--- src/hdl/mv_predictor_candidate_list_macros.svh ---
// Assertion macros shared by the candidate list RTL.
// Each macro expects signals named clk and rst_n in the including module.
`ifndef MV_PREDICTOR_CANDIDATE_LIST_MACROS_SVH
`define MV_PREDICTOR_CANDIDATE_LIST_MACROS_SVH

// Condition that must hold at every edge outside reset
`define MVPCL_ASSERT_ALWAYS(lbl, cond, msg) \
    lbl: assert property (@(posedge clk) disable iff (!rst_n) (cond)) \
        else $error(msg);

// Same-cycle implication
`define MVPCL_ASSERT_IMP(lbl, ante, cons, msg) \
    lbl: assert property (@(posedge clk) disable iff (!rst_n) (ante) |-> (cons)) \
        else $error(msg);

// Next-cycle implication
`define MVPCL_ASSERT_NEXT(lbl, ante, cons, msg) \
    lbl: assert property (@(posedge clk) disable iff (!rst_n) (ante) |=> (cons)) \
        else $error(msg);

`endif

--- src/hdl/mvpcl_pkg.sv ---
// Types, constants and list helpers for the motion vector predictor list.
// Used by every module of the block; depends on nothing.
package mvpcl_pkg;

    localparam int MV_FRAC_BITS = 2;
    localparam int MAX_CANDS    = 4;
    localparam int NUM_NB       = 6;
    localparam int IDX_W        = $clog2(MAX_CANDS);
    localparam int CNT_W        = $clog2(MAX_CANDS + 1);
    localparam int CFG_IDX_W    = 1;
    localparam int CFG_DATA_W   = 14;

    // configuration register indexes
    localparam logic [CFG_IDX_W-1:0] REG_FRAME_WIDTH  = 1'b0;
    localparam logic [CFG_IDX_W-1:0] REG_FRAME_HEIGHT = 1'b1;

    localparam logic [CFG_DATA_W-1:0] FRAME_WIDTH_RST  = 14'd1920;
    localparam logic [CFG_DATA_W-1:0] FRAME_HEIGHT_RST = 14'd1080;

    // neighbour positions in the neighbour array
    localparam int NB_LEFT        = 0;
    localparam int NB_ABOVE       = 1;
    localparam int NB_ABOVE_LEFT  = 2;
    localparam int NB_ABOVE_RIGHT = 3;
    localparam int NB_TEMPORAL    = 4;
    localparam int NB_BELOW_LEFT  = 5;

    typedef struct packed {
        logic              v;
        logic signed [15:0] x;
        logic signed [15:0] y;
    } mv_t;

    typedef mv_t [MAX_CANDS-1:0] mv_list_t;
    typedef logic [CNT_W-1:0]    cnt_t;

    typedef struct packed {
        mv_list_t slot;
        cnt_t     cnt;
    } cand_list_t;

    // input register contents
    typedef struct packed {
        logic [12:0]          bx;
        logic [12:0]          by;
        logic [8:0]           bw;
        logic [8:0]           bh;
        mv_t [NUM_NB-1:0]     nb;
    } blk_t;

    typedef struct packed {
        logic signed [16:0] wx;
        logic signed [16:0] wy;
    } wpel_t;

    // clipped geometry and whole-pixel vectors
    typedef struct packed {
        logic [12:0]          bx;
        logic [12:0]          by;
        logic signed [15:0]   bw;
        logic signed [15:0]   bh;
        mv_t [NUM_NB-1:0]     nb;
        wpel_t [NUM_NB-1:0]   wp;
    } geom_t;

    // neighbours with their in-frame flags
    typedef struct packed {
        mv_t [NUM_NB-1:0]   nb;
        logic [NUM_NB-1:0]  ok;
    } chk_t;

    // list after the spatial and median rounds, plus pending fills
    typedef struct packed {
        cand_list_t lst;
        mv_t        tmp;
        mv_t        bl;
    } part_t;

    function automatic logic mv_equal(input mv_t a, input mv_t b);
        return (a.x == b.x) && (a.y == b.y);
    endfunction

    // Put a candidate into the first empty slot of a compacted list,
    // unless it is invalid, a duplicate, or the list is full.
    function automatic cand_list_t list_append(input cand_list_t l, input mv_t c);
        cand_list_t r;
        logic       dup;
        r   = l;
        dup = 1'b0;
        for (int j = 0; j < MAX_CANDS; j++)
        begin
            if (l.slot[j].v && mv_equal(l.slot[j], c))
            begin
                dup = 1'b1;
            end
        end
        if (c.v && !dup && (l.cnt < CNT_W'(MAX_CANDS)))
        begin
            r.slot[l.cnt[IDX_W-1:0]] = c;
            r.cnt                    = l.cnt + cnt_t'(1);
        end
        return r;
    endfunction

endpackage

--- src/hdl/mvpcl_check.sv ---
// Frame test stages: clip block size, truncate vectors to whole pixels,
// then flag each neighbour whose reference block stays in the frame. Uses mvpcl_pkg.
module mvpcl_check (
    input  logic                               clk,
    input  logic                               rst_n,
    input  logic                               in_valid,
    output logic                               in_stall,
    input  mvpcl_pkg::blk_t                    in_blk,
    input  logic [mvpcl_pkg::CFG_DATA_W-1:0]   frame_width,
    input  logic [mvpcl_pkg::CFG_DATA_W-1:0]   frame_height,
    output logic                               out_valid,
    input  logic                               out_stall,
    output mvpcl_pkg::chk_t                    out_chk
);
    import mvpcl_pkg::*;

    logic   geo_v_reg;
    geom_t  geo_reg;
    geom_t  geo_next;
    logic   chk_v_reg;
    chk_t   chk_reg;
    chk_t   chk_next;
    logic   adv_geo;
    logic   adv_chk;

    logic [13:0]        x_end;
    logic [13:0]        y_end;
    logic signed [19:0] rx  [NUM_NB];
    logic signed [19:0] ry  [NUM_NB];
    logic signed [19:0] rxe [NUM_NB];
    logic signed [19:0] rye [NUM_NB];
    logic signed [19:0] fw_s;
    logic signed [19:0] fh_s;

    // truncate a quarter-pel value toward zero to whole pixels
    function automatic logic signed [16:0] whole_pel(input logic signed [15:0] q);
        logic [16:0] mag;
        logic [16:0] sh;
        mag = q[15] ? (17'd0 - {q[15], q}) : {1'b0, q};
        sh  = mag >> MV_FRAC_BITS;
        return q[15] ? $signed(17'd0 - sh) : $signed(sh);
    endfunction

    // clip size at the frame edge and truncate vectors
    always_comb
    begin
        x_end       = {1'b0, in_blk.bx} + {5'b0, in_blk.bw};
        y_end       = {1'b0, in_blk.by} + {5'b0, in_blk.bh};
        geo_next.bx = in_blk.bx;
        geo_next.by = in_blk.by;
        geo_next.nb = in_blk.nb;
        geo_next.bw = (x_end > frame_width)
                    ? ($signed({2'b0, frame_width}) - $signed({3'b0, in_blk.bx}))
                    : $signed({7'b0, in_blk.bw});
        geo_next.bh = (y_end > frame_height)
                    ? ($signed({2'b0, frame_height}) - $signed({3'b0, in_blk.by}))
                    : $signed({7'b0, in_blk.bh});
        for (int i = 0; i < NUM_NB; i++)
        begin
            geo_next.wp[i].wx = whole_pel(in_blk.nb[i].x);
            geo_next.wp[i].wy = whole_pel(in_blk.nb[i].y);
        end
    end

    // test each reference block against the frame
    always_comb
    begin
        fw_s        = $signed({6'b0, frame_width});
        fh_s        = $signed({6'b0, frame_height});
        chk_next.nb = geo_reg.nb;
        for (int i = 0; i < NUM_NB; i++)
        begin
            rx[i]  = $signed({7'b0, geo_reg.bx}) - 20'(geo_reg.wp[i].wx);
            ry[i]  = $signed({7'b0, geo_reg.by}) - 20'(geo_reg.wp[i].wy);
            rxe[i] = rx[i] + 20'(geo_reg.bw);
            rye[i] = ry[i] + 20'(geo_reg.bh);
            chk_next.ok[i] = !((rx[i] < 0) || (rxe[i] > fw_s)
                            || (ry[i] < 0) || (rye[i] > fh_s));
        end
    end

    // stall chain: a stage advances when empty or when its consumer takes
    assign adv_chk  = !chk_v_reg || !out_stall;
    assign adv_geo  = !geo_v_reg || adv_chk;
    assign in_stall = !adv_geo;

    always_ff @(posedge clk or negedge rst_n)
    begin
        if (!rst_n)
        begin
            geo_v_reg <= 1'b0;
            chk_v_reg <= 1'b0;
        end
        else
        begin
            if (adv_geo)
            begin
                geo_v_reg <= in_valid;
            end
            if (adv_chk)
            begin
                chk_v_reg <= geo_v_reg;
            end
        end
    end

    // hold payload unless the stage advances with a beat
    always_ff @(posedge clk)
    begin
        if (adv_geo && in_valid)
        begin
            geo_reg <= geo_next;
        end
        if (adv_chk && geo_v_reg)
        begin
            chk_reg <= chk_next;
        end
    end

    assign out_valid = chk_v_reg;
    assign out_chk   = chk_reg;

endmodule

--- src/hdl/mvpcl_list.sv ---
// Spatial round: seed slots from left, above, above-left (above-right when
// one is missing), drop out-of-frame and duplicates, compact, add the median of three.
module mvpcl_list (
    input  logic                clk,
    input  logic                rst_n,
    input  logic                in_valid,
    output logic                in_stall,
    input  mvpcl_pkg::chk_t     in_chk,
    output logic                out_valid,
    input  logic                out_stall,
    output mvpcl_pkg::part_t    out_part
);
    import mvpcl_pkg::*;

    logic                   v_reg;
    part_t                  part_reg;
    part_t                  part_next;
    logic                   adv;
    mv_list_t               seed;
    logic [MAX_CANDS-1:0]   live;
    logic [MAX_CANDS-1:0]   keep;
    cand_list_t             comp;
    mv_t                    med;

    function automatic logic signed [15:0] med3(
        input logic signed [15:0] a,
        input logic signed [15:0] b,
        input logic signed [15:0] c
    );
        logic signed [15:0] lo;
        logic signed [15:0] hi;
        logic signed [15:0] m;
        lo = (a < b) ? a : b;
        hi = (a < b) ? b : a;
        m  = (hi < c) ? hi : c;
        return (lo > m) ? lo : m;
    endfunction

    always_comb
    begin
        // seed slots; above-right only when the first three are not all present
        seed[0] = in_chk.nb[NB_LEFT];
        seed[1] = in_chk.nb[NB_ABOVE];
        seed[2] = in_chk.nb[NB_ABOVE_LEFT];
        seed[3] = in_chk.nb[NB_ABOVE_RIGHT];
        live[0] = in_chk.nb[NB_LEFT].v && in_chk.ok[NB_LEFT];
        live[1] = in_chk.nb[NB_ABOVE].v && in_chk.ok[NB_ABOVE];
        live[2] = in_chk.nb[NB_ABOVE_LEFT].v && in_chk.ok[NB_ABOVE_LEFT];
        live[3] = !(in_chk.nb[NB_LEFT].v && in_chk.nb[NB_ABOVE].v
                    && in_chk.nb[NB_ABOVE_LEFT].v)
                  && in_chk.nb[NB_ABOVE_RIGHT].v && in_chk.ok[NB_ABOVE_RIGHT];

        // drop later duplicates of earlier live entries
        for (int i = 0; i < MAX_CANDS; i++)
        begin
            keep[i] = live[i];
            for (int k = 0; k < i; k++)
            begin
                if (live[k] && mv_equal(seed[i], seed[k]))
                begin
                    keep[i] = 1'b0;
                end
            end
        end

        // compact survivors to the front
        comp.slot = '0;
        comp.cnt  = '0;
        for (int i = 0; i < MAX_CANDS; i++)
        begin
            if (keep[i])
            begin
                comp.slot[comp.cnt[IDX_W-1:0]]   = seed[i];
                comp.slot[comp.cnt[IDX_W-1:0]].v = 1'b1;
                comp.cnt                         = comp.cnt + cnt_t'(1);
            end
        end

        // median of three full slots always lands in frame
        med.v = 1'b1;
        med.x = med3(comp.slot[0].x, comp.slot[1].x, comp.slot[2].x);
        med.y = med3(comp.slot[0].y, comp.slot[1].y, comp.slot[2].y);
        part_next.lst = (comp.cnt >= cnt_t'(3)) ? list_append(comp, med) : comp;

        // carry the fill candidates with their frame test folded in
        part_next.tmp   = in_chk.nb[NB_TEMPORAL];
        part_next.tmp.v = in_chk.nb[NB_TEMPORAL].v && in_chk.ok[NB_TEMPORAL];
        part_next.bl    = in_chk.nb[NB_BELOW_LEFT];
        part_next.bl.v  = in_chk.nb[NB_BELOW_LEFT].v && in_chk.ok[NB_BELOW_LEFT];
    end

    assign adv      = !v_reg || !out_stall;
    assign in_stall = !adv;

    always_ff @(posedge clk or negedge rst_n)
    begin
        if (!rst_n)
        begin
            v_reg <= 1'b0;
        end
        else if (adv)
        begin
            v_reg <= in_valid;
        end
    end

    // load the stage on an incoming beat
    always_ff @(posedge clk)
    begin
        if (adv && in_valid)
        begin
            part_reg <= part_next;
        end
    end

    assign out_valid = v_reg;
    assign out_part  = part_reg;

endmodule

--- src/hdl/mvpcl_fill.sv ---
// Fill round and result register: temporal then below-left take the first
// empty slot. Uses mvpcl_pkg and the assertion macros.
`include "mv_predictor_candidate_list_macros.svh"

module mvpcl_fill (
    input  logic                       clk,
    input  logic                       rst_n,
    input  logic                       in_valid,
    output logic                       in_stall,
    input  mvpcl_pkg::part_t           in_part,
    output logic                       out_valid,
    input  logic                       out_stall,
    output logic [32:0]                pred0,
    output logic [32:0]                pred1,
    output logic [32:0]                pred2,
    output logic [32:0]                pred3,
    output logic [mvpcl_pkg::CNT_W-1:0] pred_count
);
    import mvpcl_pkg::*;

    logic                   v_reg;
    cand_list_t             res_reg;
    cand_list_t             res_next;
    logic                   adv;
    logic [MAX_CANDS-1:0]   res_v;
    logic                   res_dup;

    // temporal first, then below-left
    assign res_next = list_append(list_append(in_part.lst, in_part.tmp), in_part.bl);

    assign adv      = !v_reg || !out_stall;
    assign in_stall = !adv;

    always_ff @(posedge clk or negedge rst_n)
    begin
        if (!rst_n)
        begin
            v_reg <= 1'b0;
        end
        else if (adv)
        begin
            v_reg <= in_valid;
        end
    end

    // hold the result until taken
    always_ff @(posedge clk)
    begin
        if (adv && in_valid)
        begin
            res_reg <= res_next;
        end
    end

    // empty slots drive all zero
    assign pred0      = res_reg.slot[0].v ? 33'(res_reg.slot[0]) : '0;
    assign pred1      = res_reg.slot[1].v ? 33'(res_reg.slot[1]) : '0;
    assign pred2      = res_reg.slot[2].v ? 33'(res_reg.slot[2]) : '0;
    assign pred3      = res_reg.slot[3].v ? 33'(res_reg.slot[3]) : '0;
    assign pred_count = res_reg.cnt;
    assign out_valid  = v_reg;

    // result flags for checking
    always_comb
    begin
        res_dup = 1'b0;
        for (int i = 0; i < MAX_CANDS; i++)
        begin
            res_v[i] = res_reg.slot[i].v;
            for (int k = 0; k < i; k++)
            begin
                if (res_reg.slot[i].v && res_reg.slot[k].v
                    && mv_equal(res_reg.slot[i], res_reg.slot[k]))
                begin
                    res_dup = 1'b1;
                end
            end
        end
    end

    `MVPCL_ASSERT_IMP(a_count_match, out_valid, pred_count == CNT_W'($countones(res_v)), "pred_count disagrees with valid slots")
    `MVPCL_ASSERT_IMP(a_compacted, out_valid, (res_v[MAX_CANDS-1:1] & ~res_v[MAX_CANDS-2:0]) == '0, "hole in predictor list")
    `MVPCL_ASSERT_IMP(a_no_dup, out_valid, !res_dup, "duplicate predictor in list")

endmodule

--- src/hdl/mv_predictor_candidate_list.sv ---
// Pipeline: a beat accepted at the input passes through the input, clip, frame test,
// spatial and fill registers before its result shows on the outputs.
// Throughput: one block per cycle unless stalled; each stage advances when empty
// or drained, so a stalled output holds only the stages behind it that are full.
// Reset clears all stage valids and sets the frame size to 1920 x 1080;
// payload registers are not reset.
`include "mv_predictor_candidate_list_macros.svh"

module mv_predictor_candidate_list (
    input  logic                                clk,
    input  logic                                rst_n,
    input  logic                                in_valid,
    output logic                                in_stall,
    input  logic [12:0]                         block_x,
    input  logic [12:0]                         block_y,
    input  logic [8:0]                          block_w,
    input  logic [8:0]                          block_h,
    input  logic [32:0]                         cand_left,
    input  logic [32:0]                         cand_above,
    input  logic [32:0]                         cand_above_left,
    input  logic [32:0]                         cand_above_right,
    input  logic [32:0]                         cand_temporal,
    input  logic [32:0]                         cand_below_left,
    output logic                                out_valid,
    input  logic                                out_stall,
    output logic [32:0]                         pred0,
    output logic [32:0]                         pred1,
    output logic [32:0]                         pred2,
    output logic [32:0]                         pred3,
    output logic [mvpcl_pkg::CNT_W-1:0]         pred_count,
    input  logic                                cfg_we,
    input  logic [mvpcl_pkg::CFG_IDX_W-1:0]     cfg_index,
    input  logic [mvpcl_pkg::CFG_DATA_W-1:0]    cfg_data
);
    import mvpcl_pkg::*;

    logic [CFG_DATA_W-1:0] frame_width_reg;
    logic [CFG_DATA_W-1:0] frame_height_reg;
    logic                  in_v_reg;
    blk_t                  in_blk_reg;
    blk_t                  in_blk_next;
    logic                  adv_in;
    logic                  chk_stall;
    logic                  chk_valid;
    chk_t                  chk_data;
    logic                  list_stall;
    logic                  list_valid;
    part_t                 list_data;
    logic                  fill_stall;

    // configuration registers
    always_ff @(posedge clk or negedge rst_n)
    begin
        if (!rst_n)
        begin
            frame_width_reg  <= FRAME_WIDTH_RST;
            frame_height_reg <= FRAME_HEIGHT_RST;
        end
        else if (cfg_we)
        begin
            unique case (cfg_index)
                REG_FRAME_WIDTH:  frame_width_reg  <= cfg_data;
                REG_FRAME_HEIGHT: frame_height_reg <= cfg_data;
                default:          ;
            endcase
        end
    end

    // gather the input beat
    always_comb
    begin
        in_blk_next.bx                 = block_x;
        in_blk_next.by                 = block_y;
        in_blk_next.bw                 = block_w;
        in_blk_next.bh                 = block_h;
        in_blk_next.nb[NB_LEFT]        = mv_t'(cand_left);
        in_blk_next.nb[NB_ABOVE]       = mv_t'(cand_above);
        in_blk_next.nb[NB_ABOVE_LEFT]  = mv_t'(cand_above_left);
        in_blk_next.nb[NB_ABOVE_RIGHT] = mv_t'(cand_above_right);
        in_blk_next.nb[NB_TEMPORAL]    = mv_t'(cand_temporal);
        in_blk_next.nb[NB_BELOW_LEFT]  = mv_t'(cand_below_left);
    end

    assign adv_in   = !in_v_reg || !chk_stall;
    assign in_stall = !adv_in;

    always_ff @(posedge clk or negedge rst_n)
    begin
        if (!rst_n)
        begin
            in_v_reg <= 1'b0;
        end
        else if (adv_in)
        begin
            in_v_reg <= in_valid;
        end
    end

    always_ff @(posedge clk)
    begin
        if (adv_in && in_valid)
        begin
            in_blk_reg <= in_blk_next;
        end
    end

    mvpcl_check u_check (
        .clk          (clk),
        .rst_n        (rst_n),
        .in_valid     (in_v_reg),
        .in_stall     (chk_stall),
        .in_blk       (in_blk_reg),
        .frame_width  (frame_width_reg),
        .frame_height (frame_height_reg),
        .out_valid    (chk_valid),
        .out_stall    (list_stall),
        .out_chk      (chk_data)
    );

    mvpcl_list u_list (
        .clk       (clk),
        .rst_n     (rst_n),
        .in_valid  (chk_valid),
        .in_stall  (list_stall),
        .in_chk    (chk_data),
        .out_valid (list_valid),
        .out_stall (fill_stall),
        .out_part  (list_data)
    );

    mvpcl_fill u_fill (
        .clk        (clk),
        .rst_n      (rst_n),
        .in_valid   (list_valid),
        .in_stall   (fill_stall),
        .in_part    (list_data),
        .out_valid  (out_valid),
        .out_stall  (out_stall),
        .pred0      (pred0),
        .pred1      (pred1),
        .pred2      (pred2),
        .pred3      (pred3),
        .pred_count (pred_count)
    );

    `MVPCL_ASSERT_NEXT(a_width_write, cfg_we && (cfg_index == REG_FRAME_WIDTH), frame_width_reg == $past(cfg_data), "frame width write lost")
    `MVPCL_ASSERT_NEXT(a_height_write, cfg_we && (cfg_index == REG_FRAME_HEIGHT), frame_height_reg == $past(cfg_data), "frame height write lost")
    `MVPCL_ASSERT_NEXT(a_width_isolated, cfg_we && (cfg_index == REG_FRAME_WIDTH), $stable(frame_height_reg), "width write disturbed height")

endmodule

--- config.mk ---
export PLATFORM = sky130hd
export DESIGN_NAME = mv_predictor_candidate_list
export DESIGN_NICKNAME = d
export VERILOG_FILES = /design/src/hdl/mvpcl_pkg.sv /design/src/hdl/mvpcl_check.sv /design/src/hdl/mvpcl_list.sv /design/src/hdl/mvpcl_fill.sv /design/src/hdl/mv_predictor_candidate_list.sv
export VERILOG_INCLUDE_DIRS = /design/src /design/src/hdl
export SDC_FILE = /design/constraint.sdc
export NUM_CORES = 2
export LEC_CHECK = 0
export BUFFER_PORTS_ARGS = -buffer_cell sky130_fd_sc_hd__clkbuf_2
export CAP_MARGIN = 10
export CORE_MARGIN = 1.5
export CORE_UTILIZATION = 35
export DETAILED_ROUTE_END_ITERATION = 10
export PLACE_DENSITY = 0.57
export SLEW_MARGIN = 20
export SYNTH_ARGS = -nofsm -noshare
export SYNTH_HDL_FRONTEND = slang
export SYNTH_SLANG_ARGS = --single-unit
--- constraint.sdc ---
create_clock -name clk -period 34.1 [get_ports clk]
set_input_delay 5.115 -clock clk [delete_from_list [all_inputs] [get_ports clk]]
set_output_delay 5.115 -clock clk [all_outputs]
set_load 0.02 [all_outputs]
After elaboration in Yosys (flattened, before gate mapping):

Cells that the tools add are included.

* equal/unequal tests: 36
* add/sub/neg operators: 58
* bitwise logic cells: 1
* muxes and demuxes: 91
* reductions and logical operators: 103
* order comparisons: 48

Operators with widths (number)
* $bwmux 132: 9
* $mux 135: 7
* $demux 33 s2: 9
* $eq 16x16->1: 36
* $mux 33: 13
* $gt 20x15->1: 12
* $add 17x15->18: 12
* $lt 17x1->1 const B: 12
* $mux 17: 12
* $sub 1x16->17 const A: 12
* $sub 14x16->17: 12
* $sub 1x15->16 const A: 12
* $mux 15: 12
* $mux 16: 8
* $lt 16x16->1: 4
* $logic_and 1x1->1: 61
* $mux 36: 1
* $gt 16x16->1: 2
* $sub 14x13->15: 2
* $add 13x9->14: 2
* $gt 14x14->1: 2
* $logic_or 1x1->1: 23
* $add 3x1->3 const B: 6
* $lt 2x3->1 const B: 6
* 8 further kinds: 50

* output and inout bits: 137
* bits in registers: 1261
* word-level logic and storage cells: 465
* input port bits: 262

Depth between registers and ports, before layout:

* depth after elaboration: 40
* depth in mapped cells: 74
* gate-level depth less buffers: 60

By module:

From an unflattened synthesis, not the netlist that was laid out.

* cells, all modules: 9026
* area total of the unflattened synthesis: 92145.9 µm²

By module, submodules not included
* mvpcl_check: seq. area each 19568.8 µm², area an instance 48780.5 µm², cells an instance 4829, times used 1
* mvpcl_list: seq. area each 6060.8 µm², area an instance 22272.6 µm², cells an instance 2595, times used 1
* mvpcl_fill: seq. area each 4078.9 µm², area an instance 12638.4 µm², cells an instance 1296, times used 1
* mv_predictor_candidate_list: seq. area each 8002.7 µm², area an instance 8454.4 µm², cells an instance 306, times used 1

Least setup slack after synthesis:

No wires, ideal clock.

* path kind: input port to flip-flop
* from: input out_stall
* to: register u_check.geo_reg (netlist bit u_check.chk_next[100]) (enable)
* path buffers: 0
* slack: 17.776 ns
* arrival time: 15.457 ns
* required time: 33.233 ns
* cell stages on the path: 3
* setup time: 0.867 ns
* cell sequence: and3_1 nand3_1 and2_1

* cells in the longest elaborated chain, start to end: 6

RTL lines
* from (decl): RTL line mv_predictor_candidate_list.sv:25 `input logic out_stall,`
* $logic_not 1->1: RTL line mvpcl_fill.sv:31 `assign adv = !v_reg || !out_stall;`
* $logic_or 1x1->1: RTL line mvpcl_fill.sv:31
* $logic_or 1x1->1: RTL line mvpcl_list.sv:92 `assign adv = !v_reg || !out_stall;`
* $logic_or 1x1->1: RTL line mvpcl_check.sv:83 `assign adv_chk = !chk_v_reg || !out_stall;`
* $logic_or 1x1->1: RTL line mvpcl_check.sv:84 `assign adv_geo = !geo_v_reg || adv_chk;`
* $logic_and 1x1->1: RTL line mvpcl_check.sv:110 `if (adv_geo && in_valid)`
* to (signal assigned): RTL line mvpcl_check.sv:112 `geo_reg <= geo_next;`
* to (decl): RTL line mvpcl_check.sv:18 `geom_t geo_reg;`

No other way between the ends.
A chain may end at the register's enable or synchronous reset.

==> key figures <==
Setup path
  – Worst Path Required: approximately 35 ns
  – CP startpoint kind: flip-flop
  – Arrival time worst endpoint: 19.78 ns
  – Reg-to-reg slack, setup: 14.83 ns
  – CP Depth: 57
  – Maximum fanout along the worst path: 48
  – Critical path's top delay family: compound AO/OA/AOI/OAI gates
  – CP Class: flip-flop to flip-flop
  – R2r endpoint: u_list.out_part[124]$_DFFE_PP_
  – Crit path capture: u_list.out_part[124]$_DFFE_PP_
  – Critical Path Slowest Stage Cell: o21ai_0
  – Setup crit end kind: flip-flop
  – Crit path largest cell delay: 0.93 ns
  – Crit. Startpoint: u_check.out_chk[52]$_DFFE_PP_
  – Buffers & Inverters on Critical Path: 6
  – R2R cell count: 57
  – RR Startpoint: u_check.out_chk[52]$_DFFE_PP_

GRT
  – First-pass GRT wire length: approximately 470000 um
  – Largest net degree at the start of global routing: between 150 and 200
  – GRT overflow: 0
  – Global routing usage on met3: 3.18%
  – Initial antenna violation count: 15
  – Gr busiest metal: met2
  – Met1 Track Usage GR: 36.1%
  – Vias in the first global route: 65800
  – Tot GR Track Use: between 20 and 30%
  – GR Util met2: 38.8%

Timing
  – Max Slew Vio Count: 0
  – Slew of the pin with the lowest slew margin: 1.22 ns
  – Sum Neg Setup Slack: 0 ns
  – Slew margin rel.: 18.7%
  – Clock Skews: 0.0470 ns
  – Fmax: 0.0519 GHz
  – Final setup violation count: 0
  – Post-layout min period: approximately 19 ns
  – Fin. Hold Viols: 0
  – Fin crit share: 56.5%
  – RSZ-0062 raised after global routing: no

Synthesis
  – Yosys warns: 0
  – Avg Inst Size Synth: 10.3 um2
  – Syn nets: between 9000 and 10000
  – Primary FF master, synth: edfxtp_1
  – Sequential share of the synthesized area: 42.9%
  – Async set or reset register ratio after synthesis: under 10%
  – Post-synth EDFFs: 1228
  – Distinct cells, synth: between 100 and 150
  – Post-Syn Area: 87800 um2
  – Post-synthesis cell count: ~8500
  – Post-synthesis register bit count: 1261

Clock network
  – Post_cts resized: 0
  – H-tree Lvls: 4
  – Num CTS Buffers: 141
  – CTS Root Cell: clkbuf_16
  – Clock sink total: ~1300
  – Clk buf depth: 3
  – Setup bufs post-CTS: 0
  – Cts hold-fix bufs: 0
  – Clock transition at path regs: roughly 0.060 ns
  – CTS tree: built
  – Worst-Skew Late Latency: between 0.8 and 0.9 ns

Detailed routing
  – Antenna Nets Post-Route: 0
  – Post-route DRC: 0
  – Detailed router's first-iteration violation count: 6116
  – DR WL/cell: about 27 um
  – Via density: about 5.5
  – TritonRoute pass-1 iters: 6
  – Routed WL: 336000 um
  – Via count: 67282

Layout
  – Most frequent cells in the layout: 1228 x edfxtp_1, 778 x xnor2_1, 722 x ha_1, 653 x inv_1, 514 x nor2_1
  – Final Util: 39.5%
  – Synth-to-Final Area Change: 11.9%
  – Multi-input logic area: 46000 um2
  – Layout cells sized above 1: between 10% and 20%
  – FILL cells: 24361
  – Most common cell after layout, fill and taps aside: edfxtp_1
  – FF/Latch Area: 37700 um2
  – Max FFs per register: 248
  – Final net count: just under 10000

Flow run
  – MaxCap Viol Count: 0

Outcome
  – Status: complete, no violations

Floorplanning
  – CORE AREA: 249000 um2
  – Die extent in y: between 500 and 600 um
  – Starting density of the core: 35.3%
  – IO Count: approximately 400
  – Die area: approximately 250000 um2
  – Die W: between 500 and 600 um
  – Site Rows: 183

Place
  – Detailed Place HPWL: ~270000 um
  – I/O Buffers: 398
  – GP Congestion: a little under 1

Power
  – Worst ir drop on vdd: 280 uV
  – Leak: ~0.04 uW
  – Pwr dens: 113 nW/um2

Min path
  – Hold wc startpoint: u_check.chk_next[157]$_DFFE_PP_
  – Worst min path class: flip-flop to flip-flop
cell families after synthesis:
family | synth area share, %
simple gates | 11.9
mux | 5.81
flops | 42.9
xor+xnor | 10.7
fa+ha+maj | 10.9
buf+inv | 4.83
compound gates | 12.9
final cells by class:
| type | instances | share of cell area [%] |
|---|---|---|
| Multi-Input combinational cell | 6210 | 46.8 |
| Sequential cell | 1261 | 38.4 |
| Tap cell | 3330 | 4.24 |
| Clock buffer | 165 | 3.71 |
| Timing Repair Buffer | 542 | 3.15 |
| Inverter | 667 | 2.55 |
| Clock inverter | 92 | 1.13 |
| Antenna cell | 7 | 0.0178 |
worst min path at each step:
stage | to | slack, ns | cells past startpoint
5_1_grt | u_check.out_chk[157]$_DFFE_PP_ | 0.41 | 0
6_report | u_check.out_chk[157]$_DFFE_PP_ | 0.41 | 0
4_1_cts | u_check.out_chk[157]$_DFFE_PP_ | 0.41 | 0
3_3_place_gp | u_check.out_chk[127]$_DFFE_PP_ | 0.40 | 0
3_5_place_dp | u_check.out_chk[126]$_DFFE_PP_ | 0.40 | 0
2_1_floorplan | u_check.chk_next[104]$_DFFE_PP_ | 0.40 | 0
where the power goes:
part           total, uW  switching (uW)  leakage (uW)  internal, uW
clock network       1560             672       0.00230           887
logic               7220            4770        0.0256          2450
registers           2370             324        0.0124          2050
routing by layer:
metal | part of all wire (%) | vias up
met1 | 46 | 32793
met2 | 43 | 2537
met5 | 0.015 | -
met3 | 5.5 | 520
li1 | - | 31426
met4 | 5.6 | 6
stage by stage:
| step | instances | power [uW] | instance area [um2] | setup slack [ns] | hold slack (ns) |
|---|---|---|---|---|---|
| after global routing | 12268 | 11800 | 98300 | 13.59 | 0.414 |
| after floorplan | 8516 | 6960 | 87800 | 17.78 | 0.400 |
| final | 12274 | 11200 | 98300 | 14.83 | 0.405 |
| after global placement | 12006 | 9500 | 93500 | 15.41 | 0.401 |
| after detailed placement | 12009 | 9480 | 93500 | 15.26 | 0.405 |
| after CTS | 12266 | 11100 | 98300 | 15.19 | 0.410 |
cells in the mapped netlist, types with 43 or more instances:
| cell type | number | area (um2) |
|---|---|---|
| a21boi_0 | 52 | 390 |
| a21o_1 | 161 | 1210 |
| a21oi_1 | 499 | 2500 |
| a22oi_1 | 55 | 413 |
| a31oi_1 | 43 | 269 |
| and2_1 | 183 | 1140 |
| and3_1 | 50 | 313 |
| buf_1 | 53 | 199 |
| buf_2 | 43 | 215 |
| clkbuf_1 | 252 | 946 |
| edfxtp_1 | 1228 | 36900 |
| ha_1 | 722 | 9030 |
| inv_1 | 653 | 2450 |
| mux2i_1 | 453 | 4530 |
| nand2_1 | 515 | 1930 |
| nand2b_1 | 77 | 482 |
| nand3_1 | 143 | 716 |
| nand4_1 | 157 | 982 |
| nor2_1 | 516 | 1940 |
| nor2b_1 | 98 | 613 |
| nor3_1 | 124 | 621 |
| nor4_1 | 95 | 594 |
| o21a_1 | 53 | 398 |
| o21ai_0 | 465 | 2330 |
| o21bai_1 | 55 | 413 |
| xnor2_1 | 778 | 6810 |
| xor2_1 | 295 | 2580 |
Note: power is estimated with default switching activity, not from simulation.
